===== src/rtl/kda_pkg.sv =====
`default_nettype none

package kda_pkg;

	// matrix geometry
	localparam int MAX_ROWS     = 8;
	localparam int MAX_COLS     = 8;
	localparam int DEF_ROWS     = 8;
	localparam int DEF_COLS     = 8;
	localparam int LEVEL_W      = MAX_ROWS * MAX_COLS;
	localparam int KEY_W        = 6;
	localparam int IDX_W        = 3;
	localparam int TIME_W       = 32;
	localparam int CFG_W        = 16;
	localparam int CFG_IDX_W    = 2;

	// scan modes
	localparam logic [1:0] MODE_IDLE     = 2'd0;
	localparam logic [1:0] MODE_DEBOUNCE = 2'd1;
	localparam logic [1:0] MODE_PRESSED  = 2'd2;
	localparam logic [1:0] MODE_HOLD     = 2'd3;

	// register indexes
	localparam logic [CFG_IDX_W-1:0] REG_DEBOUNCE     = 2'd0;
	localparam logic [CFG_IDX_W-1:0] REG_FIRST_REPEAT = 2'd1;
	localparam logic [CFG_IDX_W-1:0] REG_REPEAT_INTV  = 2'd2;

	// register reset values
	localparam logic [CFG_W-1:0] RST_DEBOUNCE     = 16'd10;
	localparam logic [CFG_W-1:0] RST_FIRST_REPEAT = 16'd500;
	localparam logic [CFG_W-1:0] RST_REPEAT_INTV  = 16'd100;

	typedef logic [KEY_W-1:0]  key_t;
	typedef logic [TIME_W-1:0] stamp_t;

endpackage

`default_nettype wire


===== src/rtl/keypad_debounce_autorepeat.sv =====
`default_nettype none

// keypad scanner with debounce and auto-repeat
//
// in channel (in_valid/in_ready): one transaction is one snapshot of the key
// matrix (key_levels, active low, bit row*8+column) plus the ms timestamp now_ms.
// out channel (out_valid/out_ready): exactly one result transaction per input
// transaction, key_valid high when a press or a repeat is reported, with
// key_row/key_column of the tracked key (both zero when nothing is reported).
// cfg port: cfg_write/cfg_index/cfg_data writes debounce, first repeat and
// repeat interval times; write only while no transaction is in flight.
// path: input register, then one pass of priority encode, 32-bit
// subtract/compare and state update into the result register.
// throughput: one transaction per cycle while results are taken, bounded by
// the update of the tracked-key state that each snapshot reads and writes.
// stall: a waiting result holds the result register; the input register
// still takes one more transaction, then in_ready drops until out_ready.
// reset: mode idle, tracked key and time mark zero, registers at their
// default times, both pipeline registers empty.

module keypad_debounce_autorepeat
	import kda_pkg::*;
#(
	parameter int ROWS = DEF_ROWS,
	parameter int COLS = DEF_COLS
) (
	input  wire logic                 clk,
	input  wire logic                 arst_n,
	// input channel
	input  wire logic                 in_valid,
	output logic                      in_ready,
	input  wire logic [LEVEL_W-1:0]   key_levels,
	input  wire logic [TIME_W-1:0]    now_ms,
	// result channel
	output logic                      out_valid,
	input  wire logic                 out_ready,
	output logic                      key_valid,
	output logic [IDX_W-1:0]          key_row,
	output logic [IDX_W-1:0]          key_column,
	// configuration
	input  wire logic                 cfg_write,
	input  wire logic [CFG_IDX_W-1:0] cfg_index,
	input  wire logic [CFG_W-1:0]     cfg_data
);

	// configuration registers
	logic [CFG_W-1:0] debounce_q;
	logic [CFG_W-1:0] first_repeat_q;
	logic [CFG_W-1:0] repeat_intv_q;

	// tracking state
	logic [1:0] mode_q;
	key_t       held_q;
	stamp_t     mark_q;

	// input register
	logic               valid_s1;
	logic [LEVEL_W-1:0] levels_s1;
	stamp_t             now_s1;

	// result register
	logic             out_valid_q;
	logic             key_valid_q;
	logic [IDX_W-1:0] key_row_q;
	logic [IDX_W-1:0] key_column_q;

	logic advance;

	// the result register frees up when empty or taken this cycle
	assign advance  = valid_s1 && (!out_valid_q || out_ready);
	assign in_ready = !valid_s1 || advance;

	always_ff @(posedge clk or negedge arst_n) begin
		if (!arst_n) begin
			debounce_q     <= RST_DEBOUNCE;
			first_repeat_q <= RST_FIRST_REPEAT;
			repeat_intv_q  <= RST_REPEAT_INTV;
		end else if (cfg_write) begin
			unique case (cfg_index)
				REG_DEBOUNCE:     debounce_q     <= cfg_data;
				REG_FIRST_REPEAT: first_repeat_q <= cfg_data;
				REG_REPEAT_INTV:  repeat_intv_q  <= cfg_data;
				default: ;  // writes beyond the register list are dropped
			endcase
		end
	end

	// input register
	always_ff @(posedge clk or negedge arst_n) begin
		if (!arst_n) begin
			valid_s1 <= 1'b0;
		end else if (in_ready) begin
			valid_s1 <= in_valid;
		end
	end

	always_ff @(posedge clk) begin
		if (in_valid && in_ready) begin
			levels_s1 <= key_levels;
			now_s1    <= now_ms;
		end
	end

	// first pressed key in row-major order, only inside the scanned area
	logic [LEVEL_W-1:0] pressed;
	logic               found;
	key_t               key;

	always_comb begin
		for (int b = 0; b < LEVEL_W; b++) begin
			pressed[b] = !levels_s1[b] && ((b / MAX_COLS) < ROWS) && ((b % MAX_COLS) < COLS);
		end
		found = |pressed;
		key   = '0;
		// scan downward so the lowest pressed bit wins
		for (int b = LEVEL_W - 1; b >= 0; b--) begin
			if (pressed[b]) begin
				key = KEY_W'(b);
			end
		end
	end

	// elapsed time against the limit of the current mode
	logic [CFG_W-1:0] limit;
	logic [1:0]       next_on_hit;
	stamp_t           elapsed;
	logic             hit;

	always_comb begin
		unique case (mode_q)
			MODE_DEBOUNCE: begin
				limit       = debounce_q;
				next_on_hit = MODE_PRESSED;
			end
			MODE_PRESSED: begin
				limit       = first_repeat_q;
				next_on_hit = MODE_HOLD;
			end
			MODE_HOLD: begin
				limit       = repeat_intv_q;
				next_on_hit = MODE_HOLD;
			end
			default: begin
				limit       = '0;
				next_on_hit = MODE_IDLE;
			end
		endcase
		elapsed = now_s1 - mark_q;  // modular difference
		hit     = elapsed >= {{(TIME_W-CFG_W){1'b0}}, limit};
	end

	// next state and report
	logic [1:0] mode_d;
	key_t       held_d;
	stamp_t     mark_d;
	logic       report;

	always_comb begin
		mode_d = mode_q;
		held_d = held_q;
		mark_d = mark_q;
		report = 1'b0;
		if (!found) begin
			// release keeps key and mark
			mode_d = MODE_IDLE;
		end else if (mode_q == MODE_IDLE) begin
			mode_d = MODE_DEBOUNCE;
			held_d = key;
			mark_d = now_s1;
		end else if (key != held_q) begin
			// different key: back to idle, new key debounces on a later scan
			mode_d = MODE_IDLE;
		end else if (hit) begin
			mode_d = next_on_hit;
			mark_d = now_s1;
			report = 1'b1;
		end
	end

	always_ff @(posedge clk or negedge arst_n) begin
		if (!arst_n) begin
			mode_q <= MODE_IDLE;
			held_q <= '0;
			mark_q <= '0;
		end else if (advance) begin
			mode_q <= mode_d;
			held_q <= held_d;
			mark_q <= mark_d;
		end
	end

	// result register
	always_ff @(posedge clk or negedge arst_n) begin
		if (!arst_n) begin
			out_valid_q <= 1'b0;
		end else if (advance) begin
			out_valid_q <= 1'b1;
		end else if (out_ready) begin
			out_valid_q <= 1'b0;
		end
	end

	always_ff @(posedge clk) begin
		if (advance) begin
			key_valid_q  <= report;
			key_row_q    <= report ? held_q[KEY_W-1:IDX_W] : '0;
			key_column_q <= report ? held_q[IDX_W-1:0] : '0;
		end
	end

	assign out_valid  = out_valid_q;
	assign key_valid  = key_valid_q;
	assign key_row    = key_row_q;
	assign key_column = key_column_q;

endmodule

`default_nettype wire


===== config.mk =====
export PLATFORM = sky130hd
export DESIGN_NAME = keypad_debounce_autorepeat
export DESIGN_NICKNAME = d
export VERILOG_FILES = /design/src/rtl/kda_pkg.sv /design/src/rtl/keypad_debounce_autorepeat.sv
export SDC_FILE = /design/constraint.sdc
export NUM_CORES = 1
export LEC_CHECK = 0
export BUFFER_PORTS_ARGS = -buffer_cell sky130_fd_sc_hd__buf_2
export CAP_MARGIN = 25
export CELL_PAD_IN_SITES_DETAIL_PLACEMENT = 1
export CELL_PAD_IN_SITES_GLOBAL_PLACEMENT = 2
export CORE_ASPECT_RATIO = 0.9
export CORE_UTILIZATION = 35
export DETAILED_ROUTE_END_ITERATION = 12
export PLACE_DENSITY = 0.86
export SETUP_SLACK_MARGIN = 0.2
export SLEW_MARGIN = 20
export SYNTH_ARGS = -nofsm -noshare
export SYNTH_HDL_FRONTEND = slang
export SYNTH_SLANG_ARGS = --single-unit

===== constraint.sdc =====
create_clock -name clk -period 5.16 [get_ports clk]
set_clock_uncertainty 0.1 [all_clocks]
set_input_delay 1.032 -clock clk [delete_from_list [all_inputs] [get_ports clk]]
set_output_delay 1.032 -clock clk [all_outputs]
set_load 0.01 [all_outputs]

-- Word-level counts from Yosys, hierarchy flattened
Cells that the tools add are included.
- flip-flop bits (word level): 193
- bits of input ports: 119
- output and inout port bits: 9
- word-level logic and storage cells: 184
- add/sub/neg operators: 1
- $lt $le $gt $ge: 1
- equal/unequal tests: 8
- muxes and demuxes: 79
- reductions and logical operators: 82
- operator list (kind ; count):
    2-to-1 mux 6 bit ; 64
    2-to-1 mux 32 bit ; 3
    logical NOT 1 bit ; 66
    OR reduction 64 bit ; 1
    one-hot mux 16 bit (3 select lines) ; 1
    >= comparator 32 x 16 -> 1 bit ; 1
    subtractor 32 bit ; 1
    2-to-1 mux 2 bit ; 4
    AND reduction 2 bit ; 4
    == test 2 bit, second input constant ; 3
    2-to-1 mux 1 bit ; 6
    inequality test 6 bit ; 1
    == test 2 x 1 -> 1 bit, second input constant ; 2
    logical NOT 2 bit ; 2
    inequality test 4 x 1 -> 1 bit, second input constant ; 1
    one-hot mux 2 bit (2 select lines) ; 1
    AND reduction 4 bit ; 1
    nonzero test 2 bit ; 2
    AND reduction 3 bit ; 1
    logical AND 1 bit ; 2
    logical OR 1 bit ; 2
    inequality test 2 bit, second input constant ; 1
    OR reduction 2 bit ; 1

-- Longest topological paths before layout
- depth in word-level cells: 68
- gate-level depth with buffers: 23
- gate-level depth less buffers: 21

-- Worst setup path after synthesis
No wires, ideal clock.
- path kind: reg-to-reg
- from: reg now_s1[0]
- to: reg key_column_q[0], in the netlist key_column[0], data pin
- library setup time: 255 ps
- data arrival time: 4588 ps
- data required time: 4805 ps
- path slack: 217 ps
- stages on the path, launching flop included: 22
- path buffers: 1
- clock period less this slack: 4943 ps
- cell sequence: edfxtp_1 > inv_1 > ha_1 > inv_1 > fa_1 > a211oi_1 > nor2_1 > o41ai_1 > nand2_1 > a211oi_1 > ha_1 > and4_1 > o211ai_1 > a21oi_1 > a22o_1 > or4b_1 > a2111oi_2 > nand4_1 > or4_1 > buf_2 > o211a_1 > and2_1
- longest elaborated chain between the ends: 6
- RTL lines (item ; line ; text):
    from (decl) ; keypad_debounce_autorepeat.sv:59 ; stamp_t now_s1;
    from (signal assigned) ; keypad_debounce_autorepeat.sv:100 ; now_s1 <= now_ms;
    subtractor 32 bit ; keypad_debounce_autorepeat.sv:148 ; elapsed = now_s1 - mark_q;
    >= comparator 32 x 16 -> 1 bit ; keypad_debounce_autorepeat.sv:149 ; hit = elapsed >= {{(TIME_W-CFG_W){1'b0}}, limit};
    2-to-1 mux 1 bit ; keypad_debounce_autorepeat.sv:173 ; end else if (hit) begin
    2-to-1 mux 1 bit ; keypad_debounce_autorepeat.sv:170 ; end else if (key != held_q) begin
    2-to-1 mux 1 bit ; keypad_debounce_autorepeat.sv:166 ; end else if (mode_q == MODE_IDLE) begin
    2-to-1 mux 1 bit ; keypad_debounce_autorepeat.sv:163 ; if (!found) begin
    net report ; keypad_debounce_autorepeat.sv:156 ; logic report;
    to (signal assigned) ; keypad_debounce_autorepeat.sv:207 ; key_column_q <= report ? held_q[IDX_W-1:0] : '0;
    to (decl) ; keypad_debounce_autorepeat.sv:65 ; logic [IDX_W-1:0] key_column_q;
The timed path passes the listed nets, and every way through them passes these cells.
A chain may end at the register's enable or synchronous reset.

-- Final worst setup path
- from: reg now_s1[8]
- to: reg mark_q[11]
- longest elaborated chain between the ends: 4
- RTL lines (item ; line ; text):
    subtractor 32 bit ; keypad_debounce_autorepeat.sv:148 ;
    >= comparator 32 x 16 -> 1 bit ; keypad_debounce_autorepeat.sv:149 ;
    nonzero test 2 bit (no line) ; -- ;
    AND reduction 4 bit (no line) ; -- ;
    to (signal assigned) ; keypad_debounce_autorepeat.sv:188 ; mark_q <= mark_d;
    to (decl) ; keypad_debounce_autorepeat.sv:54 ; stamp_t mark_q;
No other way between the ends.

==> qor.txt <==
Die H: 171.0 µm
Gp weighted congestion: 0.9074
Critical path endpoint category: flip-flop
Initial antenna violation count: 1
Latest clock arrival within the worst-skew pair: 0.47 ns
Critical path origin: now_s1[8]
Largest fanout on the critical path: 7
R2R Path Start: now_s1[8]
Wire length per cell: 20.29 µm
Detailed placement HPWL: 23260 µm
RSZ-0062 raised after global routing: yes
Synth warn: 0
Switching part of the total: 0.4137
Drt first pass iters: 7
Vias: 9301
Power, Total: 7.250 mW
First-pass GRT wire length: 51980 µm
Final setup margin: -0.1448 ns
Final instance area: 14290 µm²
Cts bufs inserted: 17
Post-synth EDFFs: 103
Pint: 4.251 mW
Register bit count reported by yosys: 193
Pre-CTS setup slack: -0.3974 ns
Worst Setup Start Kind: flip-flop
Worst slew margin: 0.3526
XOR/XNOR Fraction of Synth Area: 0.01025
Max Clock Freq: 188.5 MHz
CTS tree: done
Area contributors post-synth: edfxtp_1 (28%), dfrtp_1 (18%), mux2_2 (6.7%)
Area share of the largest cell type after synthesis: 0.2783
Largest net degree at the start of global routing: 60
Max cap viols: 0
P_sw: 3.000 mW
# setup viols final: 30
Mapped Area: 11110 µm²
Setup Crit Path Kind: reg -> reg
Complex-gate fraction of the synthesized area: 0.1889
Non-Filler Instances: 1673
Area delta synth->final: 28.57%
Async S/R FF share, synth: 0.4663
PwrDens: 507.5 nW/µm²
Fin nets: 1417
Reg2reg setup slack: -0.14 ns
Placed Area: 12680 µm²
Total wire length: 33940 µm
Ports: 128
Multi-input logic area: 5943 µm²
Reg2reg end: mark_q[11]
Clk sinks: 193
Max Slew Vio Count: 0
Dpl cells: 1613
Die Area: 32470 µm²
Drt initial violations: 526
Max IR drop VDD: 0.2856 mV
Synth Area in Adders: 0.05472
Hold Crit Class: reg -> reg
# fillers: 3330
Finished Core Util: 0.4599
Placement row count: 61
Logic pwr share: 0.509
Via density: 5.559
Worst-margin pin slew: 0.9682 ns
Failing checks: setup timing
Commonest non-fill, non-tap cell in the layout: buf_2
Min Tclk post-route: 5.305 ns
Post-CTS Hold Buffers: 0
Port Buffers: 127
Core footprint: 31060 µm²
Leak: 5.935 nW
Post-synthesis simple-gate area fraction: 0.1543
DRC violations left: 0
Critical path arrival: 5.55 ns
Setup crit end: mark_q[11]
Vias in the first global route: 9536
Reg area: 5359 µm²
Mux share of post-synthesis cell area: 0.06959
GRT Overall Usage: 0.2061
Unique masters post-synth: 74
Sequential area share after synthesis: 0.4823
Die extent in x: 189.8 µm
Clock network power share: 0.194
Post-synth top area cell: edfxtp_1
Worst reg2reg path depth: 20
Max H-tree Level: 4
Share of cells above drive strength 1: 0.3603
Clk slew on worst S/H paths: 0.08 ns
Post-Syn Area per Cell: 10.72 µm²
Post-synthesis cell count: 1037
Fin. Hold Viols: 0
Top FF cell, synth: edfxtp_1
Flop pwr share: 0.297
Combinational family with the most area after synthesis: compound AO/OA/AOI/OAI gates
Post-route ant nets: 0
Syn nets: 1204
Status: finished with violations
Root buf cell: clkbuf_16
Final worst-path cycle share: 1.028
CP Data Required Time: 5.40 ns
Commonest non-fill, non-tap cells in the layout: buf_2 (126), nand2_1 (118), edfxtp_1 (103)
Overflow after GRT: 0
CTS max path bufs: 2
Initial Util: 0.3577
power groups by stage:
stage / logic [mW] / clock network [mW] / registers [mW]
finish: 3.69 / 1.40 / 2.16
floorplan: 2.27 / 0 / 2.11
CTS: 3.44 / 1.43 / 2.14
global placement: 3.23 / 0 / 2.15
global route: 4.04 / 1.48 / 2.19
detailed placement: 3.32 / 0 / 2.17
worst min-delay path by stage:
| stage | startpoint | to | cells past startpoint |
|---|---|---|---|
| global placement | repeat_intv_q[1] | repeat_intv_q[1] | 1 |
| CTS | repeat_intv_q[12] | repeat_intv_q[12] | 1 |
| floorplan | valid_s1 | out_valid | 1 |
| detailed placement | repeat_intv_q[13] | repeat_intv_q[13] | 1 |
| global route | debounce_q[5] | debounce_q[5] | 1 |
| finish | debounce_q[12] | debounce_q[12] | 1 |
registers in the layout, summed over array words and instances (netlist names):
name,cells
now_s1,32
key_column,3
key_valid,1
mark_q,32
debounce_q,16
repeat_intv_q,16
first_repeat_q,16
out_valid,1
mode_q,2
held_q,6
levels_s1,64
key_row,3
valid_s1,1
cell type report:
| cell class | instances | share of cell area |
|---|---|---|
| clock inverter | 14 | 0.01209 |
| timing repair buffer | 232 | 0.1130 |
| clock buffer | 18 | 0.03153 |
| tap | 409 | 0.03582 |
| sequential | 193 | 0.3751 |
| antenna | 1 | 0.0001752 |
| multi-input combinational | 744 | 0.4160 |
| inverter | 62 | 0.01629 |
routing by layer:
metal,global-route usage,routed length (µm),vias up
li1,-,-,4392
met1,0.2694,15090,4667
met2,0.3469,17140,193
met3,0.02974,1072,49
met4,0.07328,645,0
met5,0,0,-
Yosys cell counts, types with 6 or more instances:
master and instances:
a22oi_1 16, inv_1 62, o21ai_0 40, o211ai_1 10
nand3_1 28, nor3b_1 6, nand2_1 119, and2_1 9
nand2b_1 9, nand4_1 30, a211oi_1 12, nor2_1 42
a31oi_1 40, o21a_1 9, nor2b_1 12, a21o_1 18
a21oi_1 31, xnor2_1 11, dfstp_2 11, dfrtp_1 79
buf_6 8, edfxtp_1 103, o211ai_2 30, nor4_1 7
and3_1 35, ha_1 47, clkbuf_1 27, o2111ai_1 8
mux2_2 66, nor3_1 16
what timing repair did:
action	CTS	global route
pin swaps	32	23
endpoints found under the setup margin	41	41
gates cloned	3	4
resized for setup	45	72
buffers inserted	4	15
per-stage QoR:
step | setup TNS [ns] | hold WS (ns)
after global routing | -8.620 | 0.4280
after floorplan | 0 | 0.3569
after CTS | -0.5345 | 0.4117
after detailed placement | -13.45 | 0.3890
after global placement | -6.500 | 0.3813
final | -1.747 | 0.4108
critical path: stages, from the launching register on:
cell,delay (ns)
edfxtp_1,0.44
ha_1,0.32
a21o_1,0.24
a2111oi_4,0.39
buf_4,0.19
nand2_1,0.09
a311oi_2,0.30
a211oi_2,0.07
ha_1,0.32
and4_1,0.21
o211ai_1,0.14
a21oi_2,0.07
a22o_1,0.18
or4b_4,0.52
a2111oi_4,0.19
nand4_1,0.17
or4_4,0.66
buf_12,0.19
buf_4,0.14
a31oi_4,0.14
o211ai_2,0.10
cell families (layout without fill, tap and decap cells):
kind of cell	after synthesis	count (layout)
adders and majority gates	48	48
xor gates and xnor gates	13	13
buffers and inverters	101	326
AOI/OAI and AO/OA	274	274
other	0	1
DFF	193	193
muxes	69	69
and+or+nand+nor	339	340
(Power assumes the default switching activity.)
